<file path="config.mk">
export PLATFORM = sky130hd
export DESIGN_NAME = bbc_back
export DESIGN_NICKNAME = d
export VERILOG_FILES = /design/src/hw/rtl/bbc_pkg.sv /design/src/hw/rtl/bbc_back.sv
export SDC_FILE = /design/constraint.sdc
export NUM_CORES = 1
export LEC_CHECK = 0
export CORE_UTILIZATION = 52
export CTS_CLUSTER_SIZE = 14
export DETAILED_ROUTE_END_ITERATION = 7
export DONT_BUFFER_PORTS = 1
export PLACE_DENSITY = 0.67
export SETUP_SLACK_MARGIN = 0.1
export SLEW_MARGIN = 25
export SYNTH_ARGS = -nofsm -noshare
export SYNTH_HDL_FRONTEND = slang
export SYNTH_SLANG_ARGS = --single-unit
export TNS_END_PERCENT = 20
</file>
<file path="constraint.sdc">
create_clock -name clk_i -period 6.3 [get_ports clk_i]
set_clock_uncertainty 0.2 [all_clocks]
set_input_delay 0.63 -clock clk_i [delete_from_list [all_inputs] [get_ports clk_i]]
set_output_delay 0.63 -clock clk_i [all_outputs]
set_load 0.05 [all_outputs]
</file>
<file path="src/hw/rtl/bbc_pkg.sv">
// bbc_pkg: shared types, codes and the closer lookup for the bracket balance checker
// depends on nothing; used by bbc_front, bbc_back and bracket_balance_checker

package bbc_pkg;

  // bracket characters
  localparam logic [7:0] ChSqOpen  = 8'h5B;  // '['
  localparam logic [7:0] ChSqClose = 8'h5D;  // ']'
  localparam logic [7:0] ChCuOpen  = 8'h7B;  // '{'
  localparam logic [7:0] ChCuClose = 8'h7D;  // '}'
  localparam logic [7:0] ChRdOpen  = 8'h28;  // '('
  localparam logic [7:0] ChRdClose = 8'h29;  // ')'

  // result error codes
  typedef enum logic [2:0] {
    ERR_OK       = 3'd0,
    ERR_MISMATCH = 3'd1,
    ERR_EMPTY    = 3'd2,
    ERR_UNCLOSED = 3'd3,
    ERR_OVERFLOW = 3'd4
  } err_e;

  // input word
  typedef struct packed {
    logic [7:0] ch;
    logic       char_present;
    logic       last;
  } in_word_t;

  // result word
  typedef struct packed {
    logic       valid_res;
    logic [2:0] error_code;
  } out_word_t;

  // classified word passed from front to back
  typedef struct packed {
    logic       present;   // carries a byte
    logic       is_close;  // byte is a closing bracket
    logic [7:0] val;       // byte to push, or opener wanted by a closer
    logic       last;      // final word of the string
  } cls_t;

  // matching opener for a closer, zero when the byte is no closer
  function automatic logic [7:0] opener_for(input logic [7:0] c);
    logic [7:0] res;
    res = 8'h00;
    case (c)
      ChSqClose: res = ChSqOpen;
      ChCuClose: res = ChCuOpen;
      ChRdClose: res = ChRdOpen;
      default:   res = 8'h00;
    endcase
    return res;
  endfunction

endpackage

</file>
<file path="src/hw/rtl/bbc_back.sv">
// bbc_back: runs the bracket stack one word per cycle unless a last word waits, and registers the result word
// depends on bbc_pkg; fed by bbc_front

module bbc_back #(
  parameter int unsigned STACK_DEPTH = 64
) (
  input  logic               clk_i,
  input  logic               rst_ni,
  input  logic               hd_vld_i,
  input  bbc_pkg::cls_t      hd_word_i,
  output logic               hd_pop_o,
  output logic               out_valid_o,
  input  logic               out_stall_i,
  output bbc_pkg::out_word_t out_data_o
);

  localparam int unsigned AW = (STACK_DEPTH > 2) ? $clog2(STACK_DEPTH) : 1;
  localparam int unsigned LW = $clog2(STACK_DEPTH + 1);

  logic [7:0]         stack_mem [STACK_DEPTH];
  logic [LW-1:0]      level_q, level_d;
  logic [7:0]         top_q, top_d;
  logic [7:0]         below_q;
  bbc_pkg::err_e      failed_q, failed_d;
  bbc_pkg::err_e      fail_n, code;
  logic [LW-1:0]      lvl_n;
  logic [LW-1:0]      rd_lvl;
  logic [AW-1:0]      rd_idx, wr_idx;
  logic               we;
  logic               out_ready;
  logic               res_load;
  logic               out_valid_q, out_valid_d;
  bbc_pkg::out_word_t out_q, out_d;

  // the output register frees up when empty or when its word is taken
  assign out_ready = !out_valid_q || !out_stall_i;
  assign hd_pop_o  = hd_vld_i && (!hd_word_i.last || out_ready);

  // stack step for the word at the head of the queue
  always_comb begin
    fail_n   = failed_q;
    lvl_n    = level_q;
    top_d    = top_q;
    we       = 1'b0;
    if (hd_pop_o && hd_word_i.present && (failed_q == bbc_pkg::ERR_OK)) begin
      if (hd_word_i.is_close) begin
        if (level_q == '0) begin
          fail_n = bbc_pkg::ERR_EMPTY;
        end else if (top_q != hd_word_i.val) begin
          fail_n = bbc_pkg::ERR_MISMATCH;
        end else begin
          lvl_n = level_q - LW'(1);
          top_d = below_q;
        end
      end else begin
        if (level_q == LW'(STACK_DEPTH)) begin
          fail_n = bbc_pkg::ERR_OVERFLOW;
        end else begin
          we    = 1'b1;
          lvl_n = level_q + LW'(1);
          top_d = hd_word_i.val;
        end
      end
    end

    // result and end-of-string clear
    if (fail_n != bbc_pkg::ERR_OK) begin
      code = fail_n;
    end else if (lvl_n != '0) begin
      code = bbc_pkg::ERR_UNCLOSED;
    end else begin
      code = bbc_pkg::ERR_OK;
    end
    res_load = hd_pop_o && hd_word_i.last;
    if (res_load) begin
      level_d  = '0;
      failed_d = bbc_pkg::ERR_OK;
    end else begin
      level_d  = lvl_n;
      failed_d = fail_n;
    end

    out_valid_d = out_valid_q;
    out_d       = out_q;
    if (res_load) begin
      out_valid_d          = 1'b1;
      out_d.valid_res      = (code == bbc_pkg::ERR_OK);
      out_d.error_code     = code;
    end else if (out_valid_q && !out_stall_i) begin
      out_valid_d = 1'b0;
    end
  end

  // entry just below the top is prefetched for the next pop
  assign rd_lvl = level_d - LW'(2);
  assign rd_idx = rd_lvl[AW-1:0];
  assign wr_idx = level_q[AW-1:0];

  always_ff @(posedge clk_i) begin
    if (we) begin
      stack_mem[wr_idx] <= hd_word_i.val;
    end
    below_q <= stack_mem[rd_idx];
  end

  // control state
  always_ff @(posedge clk_i or negedge rst_ni) begin
    if (!rst_ni) begin
      level_q     <= '0;
      failed_q    <= bbc_pkg::ERR_OK;
      out_valid_q <= 1'b0;
    end else begin
      level_q     <= level_d;
      failed_q    <= failed_d;
      out_valid_q <= out_valid_d;
    end
  end

  // payload registers
  always_ff @(posedge clk_i) begin
    top_q <= top_d;
    out_q <= out_d;
  end

  assign out_valid_o = out_valid_q;
  assign out_data_o  = out_q;

endmodule

</file>
==> metrics.cfg <==
[run_status]
status = complete, no violations

[logic_synthesis]
yosysTopAreaCell = edfxtp_1
ys_ff_latch = 543
synthMuxAreaShare = 0.08938
synth_most_common_cell = edfxtp_1
yosysTopAreaCellShare = 0.7012
synth_nets = 1413
ys_seq_area_frac = 0.7206
synth_fa_ha_area_frac = 0.001673
synth_edf_count = 524
synth.area.top_cells = edfxtp_1 (70%), mux4_2 (5.7%), nand2_1 (3.1%)
synthArstFlopShare = 0.02026
ys_types = 86
synthSimpleGateAreaFrac = 0.08264
synth_top_family_by_area = multiplexers
synth_cells = 1395
synth_xor_area_frac = 0.003903
ys.flop_type = edfxtp_1
synth_top_cells_by_count = edfxtp_1 (524), nand2_1 (188), nor2_1 (101)
syn-cell-area_um2 = 22440
synth_compound_area_frac = 0.07773
avgSynthCellArea_um2 = 16.09
synth_warnings = 0

[die]
core_um2 = 42230
num_rows = 75
fp.dieH_um = 209.7
dieArea_um2 = 43990
io_pins = 21
die_w_um = 209.7
start_util = 0.5314

[power_and_ir_drop]
pwr-share-seq = 0.383
clock_power_share = 0.294
totalPowerFinal_mw = 10.75
comb_power_share = 0.323
leakage_nw = 8.167
power_density_nw_per_um2 = 433.5
p_int_mw = 7.129
peakVddDrop_mv = 0.2805
p_switching_mw = 3.616
swShare = 0.3366

[hold_path]
hold_start = hd_word_i[9]
holdPathEnd = level_q[6]
hold_depth = 3
hold_class = in2reg

[layout]
design_area_um2 = 24790
final_core_util = 0.5870
antenna_cells = 0
area_growth_syn_to_layout_pct = 10.47
final_nets = 1412
drive_above_1_share = 0.1502

[clock_tree]
post_cts_buffers = 0
clock-root-buffer = clkbuf_16
clk_pin_slew_ns = 0.06
cts_tree = built
cts_buffers = 53
clockBufferDepth = 3
clock_sinks = 543
htree_levels = 2
insertion_delay_ns = 0.62

[setup_path]
crit_path_cell_trace = inv_1 > ha_1 > nor4b_4 > a21oi_2 > a32o_1 > a211oi_1 > or2_2 > ha_1 > nor2_1 > nand3_1 > nand2_1 > nor2_4 > buf_12 > nand2_1 > o22a_1 > a21oi_1 > a211oi_2
start_kind = flip-flop
r2r_slack_ns = 1.16
cp.arrival_ns = 5.41
rr_endpoint = below_q[1]
r2r_cells = 17
crit_type = reg2reg
r2r-start = level_q[0]
worst_ep_required_time_ns = 6.57
critPathMaxStageDelay_ns = 0.52
worst_setup_path_end_kind = flip-flop
worstPathMaxFanout = 52
cpMaxStageDelayCell = nand2_1

[sta]
setup_tns_ns = 0
tightest_slew_ns = 0.9655
rsz0062_at_grt = no
finalMaxSlewViolations = 0
period_share = 0.8163
fmax_ghz = 0.1945
hold_viol_final = 0
setup_violations = 0
layout_min_cycle_time_ns = 5.142
relSlewSlack = 0.3545

[placement]
place_area_um2 = 22810
place.gp.congestion = 0.9081
port_buffers = 0
dp_hpwl_mm = 31.25

[drt]
drcViolationCount = 0
routed_wl_mm = 54.75
vias_per_cell = 6.462
drt-pass1-iter-count = 6
drt_iter0_drc = 1633
postRouteAntennaNets = 0
via_count = 12776
wl_per_cell_um = 27.70

[grt]
grt_max_degree = 90
first_global_vias = 12294
grt_use_total = 0.2540
antenna_found_initial = 0
gr-total-overflow = 0
grt_pass1_wl_mm = 81.30

[flow_run]
maxCapViolCount = 0

==> sequential cells by signal, summed over array words and instances (netlist names) <==
signal,flops
top_q,8
stack_mem,512
out_valid_o,1
failed_q,3
level_q,7
below_q,8
out_data_o,4
==> worst max path at each step <==
| stage | start | end | cells past startpoint |
|---|---|---|---|
| 5_1_grt | level_q[0] | below_q[2] | 17 |
| 2_1_floorplan | level_q[0] | below_q[6] | 20 |
| 4_1_cts | level_q[0] | below_q[2] | 17 |
| 6_report | level_q[0] | below_q[1] | 17 |
| 3_3_place_gp | level_q[0] | below_q[7] | 17 |
| 3_5_place_dp | level_q[0] | below_q[2] | 17 |
==> worst max-delay path: cells and delay by family (launching register included) <==
kind / cells / cell delay [ns]
buffers and inverters: 2 / 0.43
flip-flops: 1 / 0.49
AND/OR/NAND/NOR: 7 / 1.87
adder cells (fa/ha/maj): 2 / 0.53
AO/OA/AOI/OAI: 6 / 1.41
==> area by class of cell <==
cell class	count	area, um2
clock inverters	28	307.8
flip-flops and latches	543	16170
well taps	539	674.4
fillers	3178	17440
inverters	13	48.80
multi-input cells	757	5742
clock buffers	71	1435
repair buffers	26	410.4
==> placed cells by master, fill, tap and decap left out, drive strengths merged, types with 13 or more instances in the layout <==
| cell type | synthesis | layout |
|---|---|---|
| and3 | 14 | 14 |
| nand2 | 190 | 190 |
| nor2 | 103 | 103 |
| a31oi | 13 | 13 |
| inv | 11 | 14 |
| o21ai | 38 | 38 |
| nand3 | 44 | 44 |
| o211ai | 13 | 13 |
| mux2i | 32 | 32 |
| a311oi | 16 | 16 |
| a211oi | 23 | 23 |
| a22oi | 13 | 13 |
| buf | 52 | 24 |
| clkbuf | 30 | 71 |
| clkinv | 2 | 22 |
| a21oi | 33 | 33 |
| mux2 | 19 | 19 |
| edfxtp | 524 | 524 |
| mux4 | 64 | 64 |
==> routing by layer <==
layer,up-vias,part of all wire,global-route usage
met1,6483,0.42,0.3814
met3,91,0.097,0.04728
li1,5514,-,-
met4,0,0.024,0.07576
met2,688,0.46,0.3806
met5,-,0,0
==> cells by family after synthesis <==
family / after synthesis
flip-flops: 543
AND/OR/NAND/NOR: 402
AO/OA/AOI/OAI: 227
multiplexers: 115
buffers and inverters: 95
XOR/XNOR: 10
adder cells (fa/ha/maj): 3
==> power by group through the flow <==
stage          clock [mW]  sequential [mW]  combinational, mW
5_1_grt              3.34             4.12               3.64
3_5_place_dp            0             4.19               3.34
2_1_floorplan           0             4.16               2.39
4_1_cts              3.19             4.11               3.44
3_3_place_gp            0             4.19               3.33
6_report             3.16             4.11               3.47
==> timing repair <==
item	in CTS	in global routing
hold buffers	10	0
endpoints found under the setup margin	0	0
endpoints found under the hold margin	524	0
resized for setup	0	0
==> per-stage QoR <==
step / worst slack, ns / hold slack (ns) / std cells
final: 1.158 / 0.03325 / 1977
after CTS: 1.238 / 0.01500 / 1977
after global routing: 0.8375 / 0.02821 / 1977
after global placement: 1.305 / 0.1347 / 1868
after detailed placement: 1.231 / 0.1347 / 1868
after floorplan: 1.739 / 0.1344 / 1395
Power figures use the tool's default switching activity.
